===== src/sv/tlbfl_pkg.sv =====
`timescale 1ns / 1ps
// ----------------------------------------------------------------------------
// tlbfl_pkg
// Shared types and constants of the fully associative translation buffer.
// ----------------------------------------------------------------------------
package tlbfl_pkg;

    localparam int COUNT_BITS = 32;
    localparam int APB_DATA_BITS = 32;
    localparam int APB_ADDR_BITS = 3;

    // register index of the replacement policy
    localparam logic REG_POLICY_LRU = 1'b0;

    typedef enum logic {
        S_IDLE,
        S_EXEC
    } t_state;

    typedef struct packed {
        logic load_in;
        logic commit;
    } t_cmd;

endpackage


===== src/sv/tlbfl_ctrl.sv =====
`timescale 1ns / 1ps
// ----------------------------------------------------------------------------
// tlbfl_ctrl
// Sequencer: takes a request, runs its lookup/update in the execute state,
// owns the output-valid flag.
// ----------------------------------------------------------------------------
module tlbfl_ctrl (
    input  logic             i_clk,
    input  logic             i_rst_n,
    input  logic             i_in_valid,
    output logic             o_in_stall,
    output logic             o_out_valid,
    input  logic             i_out_stall,
    output tlbfl_pkg::t_cmd  o_cmd
);

    tlbfl_pkg::t_state r_state, n_state;
    logic              r_out_valid, n_out_valid;
    logic              out_free;

    // output register can take a result this cycle
    assign out_free = !r_out_valid || !i_out_stall;

    always_comb begin
        n_state = r_state;
        case (r_state)
            tlbfl_pkg::S_IDLE: begin
                if (i_in_valid) n_state = tlbfl_pkg::S_EXEC;
            end
            tlbfl_pkg::S_EXEC: begin
                if (out_free) n_state = tlbfl_pkg::S_IDLE;
            end
            default: n_state = tlbfl_pkg::S_IDLE;
        endcase
    end

    always_comb begin
        o_cmd.load_in = 1'b0;
        o_cmd.commit  = 1'b0;
        o_in_stall    = 1'b1;
        n_out_valid   = r_out_valid && i_out_stall;
        case (r_state)
            tlbfl_pkg::S_IDLE: begin
                o_in_stall    = 1'b0;
                o_cmd.load_in = i_in_valid;
            end
            tlbfl_pkg::S_EXEC: begin
                o_cmd.commit = out_free;
                if (out_free) n_out_valid = 1'b1;
            end
            default: begin
                o_in_stall = 1'b1;
            end
        endcase
    end

    always_ff @(posedge i_clk) begin
        if (!i_rst_n) begin
            r_state     <= tlbfl_pkg::S_IDLE;
            r_out_valid <= 1'b0;
        end else begin
            r_state     <= n_state;
            r_out_valid <= n_out_valid;
        end
    end

    assign o_out_valid = r_out_valid;

endmodule


===== src/sv/tlbfl_dp.sv =====
`timescale 1ns / 1ps
// ----------------------------------------------------------------------------
// tlbfl_dp
// Entry array with parallel page compare, age ranks, counters and the
// result register.
// ----------------------------------------------------------------------------
module tlbfl_dp #(
    parameter int TLB_ENTRIES = 32,
    parameter int PAGE_BITS   = 8,
    parameter int FRAME_BITS  = 8
) (
    input  logic                             i_clk,
    input  logic                             i_rst_n,
    input  tlbfl_pkg::t_cmd                  i_cmd,
    input  logic                             i_policy_lru,
    input  logic [PAGE_BITS-1:0]             i_page,
    input  logic [FRAME_BITS-1:0]            i_fill_frame,
    output logic [FRAME_BITS-1:0]            o_frame,
    output logic                             o_hit,
    output logic [tlbfl_pkg::COUNT_BITS-1:0] o_lookup_count,
    output logic [tlbfl_pkg::COUNT_BITS-1:0] o_hit_count
);

    localparam int RANK_BITS = $clog2(TLB_ENTRIES);
    localparam int OCC_BITS  = $clog2(TLB_ENTRIES + 1);
    localparam logic [RANK_BITS-1:0] RANK_OLDEST = RANK_BITS'(TLB_ENTRIES - 1);
    localparam logic [OCC_BITS-1:0]  OCC_FULL    = OCC_BITS'(TLB_ENTRIES);

    logic [PAGE_BITS-1:0]  r_page;
    logic [FRAME_BITS-1:0] r_fill;

    logic [TLB_ENTRIES-1:0] r_valid, n_valid;
    logic [PAGE_BITS-1:0]   r_pg   [TLB_ENTRIES];
    logic [PAGE_BITS-1:0]   n_pg   [TLB_ENTRIES];
    logic [FRAME_BITS-1:0]  r_fr   [TLB_ENTRIES];
    logic [FRAME_BITS-1:0]  n_fr   [TLB_ENTRIES];
    logic [RANK_BITS-1:0]   r_rank [TLB_ENTRIES];
    logic [RANK_BITS-1:0]   n_rank [TLB_ENTRIES];
    logic [OCC_BITS-1:0]    r_occ, n_occ;

    logic [tlbfl_pkg::COUNT_BITS-1:0] r_lookups, n_lookups;
    logic [tlbfl_pkg::COUNT_BITS-1:0] r_hits, n_hits;

    logic [FRAME_BITS-1:0] r_out_frame;
    logic                  r_out_hit;

    logic [TLB_ENTRIES-1:0] hit_vec;
    logic [TLB_ENTRIES-1:0] free_vec;
    logic [TLB_ENTRIES-1:0] free_oh;
    logic [TLB_ENTRIES-1:0] victim_oh;
    logic [TLB_ENTRIES-1:0] slot_oh;
    logic                   any_hit;
    logic                   full;
    logic [RANK_BITS-1:0]   match_rank;
    logic [FRAME_BITS-1:0]  match_frame;

    // compare every entry at once; valid pages are unique
    always_comb begin
        match_rank  = '0;
        match_frame = '0;
        for (int i = 0; i < TLB_ENTRIES; i++) begin
            hit_vec[i]   = r_valid[i] && (r_pg[i] == r_page);
            victim_oh[i] = r_valid[i] && (r_rank[i] == RANK_OLDEST);
            match_rank   = match_rank  | (hit_vec[i] ? r_rank[i] : '0);
            match_frame  = match_frame | (hit_vec[i] ? r_fr[i]   : '0);
        end
    end

    assign any_hit  = |hit_vec;
    assign full     = (r_occ == OCC_FULL);
    assign free_vec = ~r_valid;
    assign free_oh  = free_vec & (~free_vec + TLB_ENTRIES'(1));
    assign slot_oh  = full ? victim_oh : free_oh;

    always_comb begin
        n_valid = r_valid;
        for (int i = 0; i < TLB_ENTRIES; i++) begin
            n_pg[i]   = r_pg[i];
            n_fr[i]   = r_fr[i];
            n_rank[i] = r_rank[i];
            if (any_hit) begin
                if (i_policy_lru) begin
                    if (hit_vec[i]) begin
                        n_rank[i] = '0;
                    end else if (r_valid[i] && (r_rank[i] < match_rank)) begin
                        n_rank[i] = r_rank[i] + RANK_BITS'(1);
                    end
                end
            end else if (slot_oh[i]) begin
                // install as newest, evicting the oldest when full
                n_valid[i] = 1'b1;
                n_pg[i]    = r_page;
                n_fr[i]    = r_fill;
                n_rank[i]  = '0;
            end else if (r_valid[i]) begin
                n_rank[i] = r_rank[i] + RANK_BITS'(1);
            end
        end
        n_occ     = (!any_hit && !full) ? r_occ + OCC_BITS'(1) : r_occ;
        n_lookups = r_lookups + tlbfl_pkg::COUNT_BITS'(1);
        n_hits    = r_hits + tlbfl_pkg::COUNT_BITS'(any_hit);
    end

    always_ff @(posedge i_clk) begin
        if (i_cmd.load_in) begin
            r_page <= i_page;
            r_fill <= i_fill_frame;
        end
        if (i_cmd.commit) begin
            for (int i = 0; i < TLB_ENTRIES; i++) begin
                r_pg[i]   <= n_pg[i];
                r_fr[i]   <= n_fr[i];
                r_rank[i] <= n_rank[i];
            end
            r_out_frame <= any_hit ? match_frame : r_fill;
            r_out_hit   <= any_hit;
        end
    end

    always_ff @(posedge i_clk) begin
        if (!i_rst_n) begin
            r_valid   <= '0;
            r_occ     <= '0;
            r_lookups <= '0;
            r_hits    <= '0;
        end else if (i_cmd.commit) begin
            r_valid   <= n_valid;
            r_occ     <= n_occ;
            r_lookups <= n_lookups;
            r_hits    <= n_hits;
        end
    end

    assign o_frame        = r_out_frame;
    assign o_hit          = r_out_hit;
    assign o_lookup_count = r_lookups;
    assign o_hit_count    = r_hits;

endmodule


===== src/sv/tlb_fifo_lru_lookup.sv =====
`timescale 1ns / 1ps
// ----------------------------------------------------------------------------
// tlb_fifo_lru_lookup
// Fully associative translation buffer with FIFO or LRU replacement.
// ----------------------------------------------------------------------------
// Usage:
//   Request channel (i_in_valid / o_in_stall) carries a page number and the
//   frame to install if the page misses. Result channel (o_out_valid /
//   i_out_stall) returns the frame, a hit flag and the running lookup and
//   hit counts, both including this beat and wrapping at 2^32.
//   A request beat is taken in the idle cycle; the next cycle compares the
//   page against every entry in parallel, updates ranks and entries and
//   loads the result register. The two-state sequencer takes no new
//   request until the pending lookup has committed, so that each lookup
//   sees the previous update.
//   A new request is taken while an earlier result still waits in the
//   output register. If the receiver stalls, the result holds and the
//   pending lookup waits in its execute cycle, stalling the request side.
//   Synchronous reset clears all valid bits, occupancy, counters and the
//   policy register (FIFO); no clearing pass is needed.
//   The APB port holds one register, policy_lru, at byte address 0; change
//   it only while the block is idle.
// ----------------------------------------------------------------------------
module tlb_fifo_lru_lookup #(
    parameter int TLB_ENTRIES = 32,
    parameter int PAGE_BITS   = 8,
    parameter int FRAME_BITS  = 8
) (
    input  logic                                 i_clk,
    input  logic                                 i_rst_n,
    // request channel
    input  logic                                 i_in_valid,
    output logic                                 o_in_stall,
    input  logic [PAGE_BITS-1:0]                 i_page,
    input  logic [FRAME_BITS-1:0]                i_fill_frame,
    // result channel
    output logic                                 o_out_valid,
    input  logic                                 i_out_stall,
    output logic [FRAME_BITS-1:0]                o_frame,
    output logic                                 o_hit,
    output logic [tlbfl_pkg::COUNT_BITS-1:0]     o_lookup_count,
    output logic [tlbfl_pkg::COUNT_BITS-1:0]     o_hit_count,
    // configuration port
    input  logic                                 psel,
    input  logic                                 penable,
    input  logic                                 pwrite,
    input  logic [tlbfl_pkg::APB_ADDR_BITS-1:0]  paddr,
    input  logic [tlbfl_pkg::APB_DATA_BITS-1:0]  pwdata,
    output logic [tlbfl_pkg::APB_DATA_BITS-1:0]  prdata,
    output logic                                 pready
);

    tlbfl_pkg::t_cmd cmd;
    logic            r_policy_lru;
    logic            cfg_wr;

    // register index is the word address
    assign pready = 1'b1;
    assign cfg_wr = psel && penable && pwrite && pready
                    && (paddr[2] == tlbfl_pkg::REG_POLICY_LRU);

    always_ff @(posedge i_clk) begin
        if (!i_rst_n) begin
            r_policy_lru <= 1'b0;
        end else if (cfg_wr) begin
            r_policy_lru <= pwdata[0];
        end
    end

    // read back the policy; unknown addresses read zero
    assign prdata = (paddr[2] == tlbfl_pkg::REG_POLICY_LRU)
                    ? tlbfl_pkg::APB_DATA_BITS'(r_policy_lru) : '0;

    tlbfl_ctrl u_ctrl (
        .i_clk       (i_clk),
        .i_rst_n     (i_rst_n),
        .i_in_valid  (i_in_valid),
        .o_in_stall  (o_in_stall),
        .o_out_valid (o_out_valid),
        .i_out_stall (i_out_stall),
        .o_cmd       (cmd)
    );

    tlbfl_dp #(
        .TLB_ENTRIES (TLB_ENTRIES),
        .PAGE_BITS   (PAGE_BITS),
        .FRAME_BITS  (FRAME_BITS)
    ) u_dp (
        .i_clk          (i_clk),
        .i_rst_n        (i_rst_n),
        .i_cmd          (cmd),
        .i_policy_lru   (r_policy_lru),
        .i_page         (i_page),
        .i_fill_frame   (i_fill_frame),
        .o_frame        (o_frame),
        .o_hit          (o_hit),
        .o_lookup_count (o_lookup_count),
        .o_hit_count    (o_hit_count)
    );

endmodule


===== config.mk =====
export PLATFORM = sky130hd
export DESIGN_NAME = tlb_fifo_lru_lookup
export DESIGN_NICKNAME = d
export VERILOG_FILES = /design/src/sv/tlbfl_pkg.sv /design/src/sv/tlbfl_ctrl.sv /design/src/sv/tlbfl_dp.sv /design/src/sv/tlb_fifo_lru_lookup.sv
export SDC_FILE = /design/constraint.sdc
export NUM_CORES = 1
export LEC_CHECK = 0
export ABC_AREA = 1
export ABC_CLOCK_PERIOD_IN_PS = 10540
export BUFFER_PORTS_ARGS = -buffer_cell sky130_fd_sc_hd__buf_2
export CAP_MARGIN = 20
export CORE_UTILIZATION = 45
export CTS_BUF_LIST = sky130_fd_sc_hd__clkbuf_2 sky130_fd_sc_hd__clkbuf_4 sky130_fd_sc_hd__clkbuf_8
export DETAILED_ROUTE_END_ITERATION = 7
export SETUP_SLACK_MARGIN = 0.15
export SYNTH_ARGS = -nofsm -noshare
export SYNTH_HDL_FRONTEND = slang
export SYNTH_SLANG_ARGS = --single-unit

===== constraint.sdc =====
create_clock -name i_clk -period 10.54 [get_ports i_clk]
set_input_delay 2.108 -clock i_clk [delete_from_list [all_inputs] [get_ports i_clk]]
set_output_delay 2.108 -clock i_clk [all_outputs]
set_load 0.1 [all_outputs]

; Word level (Yosys, flattened, before mapping)
; Memories as Yosys holds them, arrays and structs flattened.
; Index checks and enable logic that the tools add are counted.
[totals]
regBits = 130
mem_bits_rw = 672
inputBits = 58
out_inout_bits = 108
elab_cells = 783
memories = 3
[op_classes]
n_addsub = 36
order_cmp = 32
eq_ne = 65
muxes = 397
bitwise = 68
reduce_logical = 140
[memory_table]
columns = memory, words, width, read_ports, rd_ports_with_merged_regs, write_ports, line_no
row1 = u_dp.r_fr, 32, 8, 32, 0, 32, tlbfl_dp.sv:35  ; logic [FRAME_BITS-1:0] r_fr [TLB_ENTRIES];
row2 = u_dp.r_pg, 32, 8, 32, 0, 32, tlbfl_dp.sv:33  ; logic [PAGE_BITS-1:0] r_pg [TLB_ENTRIES];
row3 = u_dp.r_rank, 32, 5, 32, 0, 32, tlbfl_dp.sv:37  ; logic [RANK_BITS-1:0] r_rank [TLB_ENTRIES];
[op_table]
columns = operator, n
row1 = two-way mux 8 bit, 161
row2 = two-way mux 5 bit, 224
row3 = == test 8 bit, 32
row4 = OR 8 bit, 31
row5 = adder 5 x 1 -> 5 bit (second input constant), 32
row6 = == test 5 bit (second input constant), 32
row7 = less-than comparator 5 bit, 32
row8 = OR 5 bit, 31
row9 = logical AND 1 bit, 101
row10 = AND reduction 3 bit, 32
row11 = adder 32 x 1 -> 32 bit (second input constant), 2
row12 = NOT 32 bit, 2
row13 = adder 32 x 1 -> 32 bit, 1
row14 = bitwise AND 32 bit, 1
row15 = two-way mux 32 bit, 1
row16 = OR reduction 32 bit, 1
row17 = two-way mux 1 bit, 10
row18 = adder 6 x 1 -> 6 bit (second input constant), 1
row19 = == test 6 bit (second input constant), 1
row20 = logical NOT 1 bit, 4
row21 = NOT 1 bit, 3
row22 = case mux 1 bit (2 select lines), 1
row23 = AND reduction 2 bit, 1
row24 = logical OR 1 bit, 1

; Depth between registers and ports, before layout
; An unclocked memory read counts as a cell.
[depth]
ltp_word = 41
ltp_mapped = 31
depth_no_buf = 27

; Cells and area by module
; From an unflattened synthesis, not the netlist that was laid out.
[hier_totals]
cells_unflattened = 4865
hier_area_um2 = 42575.8
[modules_own_cells]
columns = mod, instances, cells_per_inst, area_each_um2, seq_area_each_um2
row1 = tlbfl_dp, 1, 4809, 42181.7, 22972.0
row2 = tlb_fifo_lru_lookup, 1, 46, 314.1, 20.0
row3 = tlbfl_ctrl, 1, 10, 80.1, 40.0

; Worst setup path before layout
; No wires, ideal clock.
[synth_path]
kind = input-to-output
start = input paddr[2] (netlist name)
end = output prdata[0] (netlist name)
t_arrival_ns = 3.361
required_time_ns = 8.432
slack_ns = 5.071
stages = 1
path_buffers = 0
cell_sequence = nor2_1
[synth_via]
elab_chain_len = 1
[synth_lines]
columns = element, line_no
row1 = start: declaration, tlb_fifo_lru_lookup.sv:47  ; input logic [tlbfl_pkg::APB_ADDR_BITS-1:0] paddr,
row2 = two-way mux 1 bit, tlb_fifo_lru_lookup.sv:72  ; ? tlbfl_pkg::APB_DATA_BITS'(r_policy_lru) : '0;
row3 = end: declaration, tlb_fifo_lru_lookup.sv:49  ; output logic [tlbfl_pkg::APB_DATA_BITS-1:0] prdata,
; No other way between the ends.

; Final worst setup path
[layout_path]
start = register u_dp.r_page[0]
end = register u_dp.r_hits (netlist bit u_dp.o_hit_count[29])
[layout_via]
elab_chain_len = 4
elab_cells_between_ends = 66
[layout_lines]
columns = element, line_no
row1 = start: declaration, tlbfl_dp.sv:29  ; logic [PAGE_BITS-1:0] r_page;
row2 = start signal: assignment, tlbfl_dp.sv:106  ; r_page <= i_page;
row3 = == test 8 bit, tlbfl_dp.sv:62  ; hit_vec[i] = r_valid[i] && (r_pg[i] == r_page);
row4 = logical AND 1 bit, tlbfl_dp.sv:62
row5 = OR reduction 32 bit *, tlbfl_dp.sv:69  ; assign any_hit = |hit_vec;
row6 = adder 32 x 1 -> 32 bit *, tlbfl_dp.sv:101  ; n_hits = r_hits + tlbfl_pkg::COUNT_BITS'(any_hit);
row7 = end signal: assignment, tlbfl_dp.sv:130  ; r_hits <= n_hits;
row8 = end: declaration, tlbfl_dp.sv:42  ; logic [tlbfl_pkg::COUNT_BITS-1:0] r_hits, n_hits;
; Every way passes the cells marked *; elsewhere a longest branch is shown, timed or not.
; A chain may end at the register's enable or synchronous reset.

==> run summary <==
core area = 93600 sq um
mapped cell area = 42600 sq um
antenna-violating nets left = 0
most frequent CP cell = nand2_1
unrepaired setup endpoints after global routing = false
Max Clock Skew = 0.0572 ns
port buffer count = 100
share of layout cells above drive strength 1 = 10.1%
CP Data Required Time = 11.23 ns
# DRC = 0
detail-routed via count per cell = 5.35
vias in the first global route = 30.4k
Area growth, synth to finish = 10.8%
Cell Rows = 112
Worst Hold Class = reg -> reg
sequential share of the synthesized area = 54.1%
Power, Total = 6.73 mW
leakage power = 20.7 nW
CTS H-tree lvls = 4
vias = 33.8k
Setup Fix Bufs, Post-CTS = 0
final max-slew violation count = 0
Worst VDD drop = 0.143 mV
area share of the largest cell type after synthesis = 49.1%
clk root buf = clkbuf_8
predominant post-synthesis flop cell = edfxtp_1
Die Ht = 310 microns
Adder-Cell Fraction of Synth Area = 4.85%
Worst Max-Slew Pin Slew = 1.19 ns
Crit-path slowest cell = inv_2
DR pass1 iterations = 8
Finished Cell Area = 47200 sq um
final hold vios = 0
Rel. slew slack = 21.0%
Clk pin slew, worst setup/hold paths = 0.06 ns
CTS resizes = 0
nature of the critical path startpoint = flop
Post-DP Area = 44200 sq um
max-cap check violation count = 0
Post-Place Setup Slack = 4.06 ns
Tmin final = 6.51 ns
Crit path largest cell delay = 0.56 ns
Die X = 310 microns
most frequent cell after synthesis = nand2_1
# clock sinks = 802
Critical Path End Type = flop
Synth Area per Inst = 8.90 sq um
register bit total from synthesis = 802
Ports = 166
Die ar. = 95900 sq um
cell count after synthesis = 4789
final worst setup slack = 4.03 ns
clock tree buffer depth = 3
Critical Path AT = 7.20 ns
largest net degree at the start of global routing = 58
WL/cell = 21.6 microns
post-synthesis mux area share = 0%
CTS tree = built
Post-Route WL = 136000 microns
status = complete, no violations
Iter 0 DRT Violations = 3601
Starting Density = 45.5%
area leader, netlist = edfxtp_1
EDFF count, synth = 697
maximum fanout along the worst path = 44
grt total ovfl = 0
routability cong. = 0.958
XOR/XNOR Fraction of Synth Area = 2.30%
Cell Pwr Density = 143 nW/um^2
worst skew pair latency = 0.84 ns
Synth area leaders = edfxtp_1 (49%), nand2_1 (11%), nor2_1 (5.8%)
largest family of logic cells by synthesized area = simple AND/OR/NAND/NOR gates
first-pass GRT wire length = 198000 microns
most frequent cells after synthesis = nand2_1 (1275), edfxtp_1 (697), nor2_1 (660)
asr flop ratio synth = 0%
Unique masters post-synth = 58
crit share post-route = 61.8%
setup TNS = 0 ns
# setup viols final = 0
Hold WS = 0.450 ns
Final #Nets = 5178
critical path type = reg -> reg
maximum clock rate = 154 MHz
Compound-Gate Fraction of Synth Area = 6.66%
initial antenna violation count = 2
number of synthesis warnings = 0
CTS hold repair buffers = 0
DPL Wire Length = 95300 microns
Num CTS Buffers = 138
Synth Area in Simple Gates = 24.0%
gr usage total = 28.3%
-- cell type report --
cell class                 count  area [sq um]
fill                        8885         46400
sequential                   802         23000
multi-input combinational   3204         16300
inverter                     653          2460
clock buffer                 195          2400
tap                         1254          1570
timing repair buffer         156          1020
clock inverter                58           427
antenna                        2          5.00
-- worst max-delay path, delay by kind of cell, from the launching register on --
kind	cells	cell delay, ns
adder cells (fa/ha/maj)	1	0.30
AO/OA/AOI/OAI	4	0.29
buffers and inverters	5	1.86
flip-flops	1	0.32
AND/OR/NAND/NOR	18	3.57
-- metal layers --
metal	vias up	wire (microns)	global-route usage [%]
met3	254	10900	4.14
met4	0	5350	11.6
met2	1468	59600	42.9
met5	-	0	0
met1	15990	60600	40.6
li1	16133	-	-
-- registers in the layout, summed over array words and instances, names as in the netlist --
register and flops:
u_dp.o_lookup_count 32, u_dp.o_frame 8, u_dp.r_occ 6, u_dp.r_fill 8, u_dp.r_pg 256, u_dp.r_valid 32
r_policy_lru 1, u_dp.r_fr 256, u_dp.o_hit_count 32, u_dp.r_page 8, u_ctrl.r_state 1, u_ctrl.o_out_valid 1
u_dp.o_hit 1, u_dp.r_rank 160
-- path summary, 6_finish.rpt --
kind	startpoint	end	slack, ns	cells after the start
worst max-delay path	u_dp.r_page[0]	u_dp.o_hit_count[29]	4.03	28
worst min register to register	u_dp.o_lookup_count[31]	u_dp.o_lookup_count[31]	0.45	1
worst max register to register	u_dp.r_page[0]	u_dp.o_hit_count[29]	4.03	28
worst min-delay path	u_dp.o_lookup_count[31]	u_dp.o_lookup_count[31]	0.45	1
-- metrics by stage --
step,std cells,util (%)
5_1_grt,6324,50.4
4_1_cts,6317,50.3
3_5_place_dp,6064,47.3
6_report,6324,50.4
3_3_place_gp,6064,47.3
2_1_floorplan,4819,-
-- cells in the final DEF (no fill, tap or decap), drive strengths merged --
cell and instances:
nand3b 15, o311a 1, nor3b 9, o21bai 1, a22o 76, a221oi 24, and3 8, xnor2 22
o21a 8, nor4 23, edfxtp 697, diode 2, a22oi 2, nor2 672, xor2 90, o21ai 103
o2111a 1, nand2 1279, conb 32, o31ai 3, clkinv 50, nand3 276, o22a 1, a31oi 6
bufinv 1, o22ai 2, nor3 77, nand4 91, dfxtp 105, inv 658, a21boi 32, clkinvlp 2
buf 156, clkbuf 195, ha 165, and2 8, or2 10, a211oi 4, a21oi 163
-- report_power, final --
group          internal, mW  switching, mW
sequential             3.46         0.0236
clock                  1.52           1.37
combinational        0.0716          0.278
-- cell families after synthesis --
logic type / count (synthesis)
buffers and inverters: 813
adders and majority gates: 165
DFF: 802
other: 2
AOI/OAI and AO/OA: 427
xor gates and xnor gates: 112
and+or+nand+nor: 2468
(Power assumes the default switching activity.)
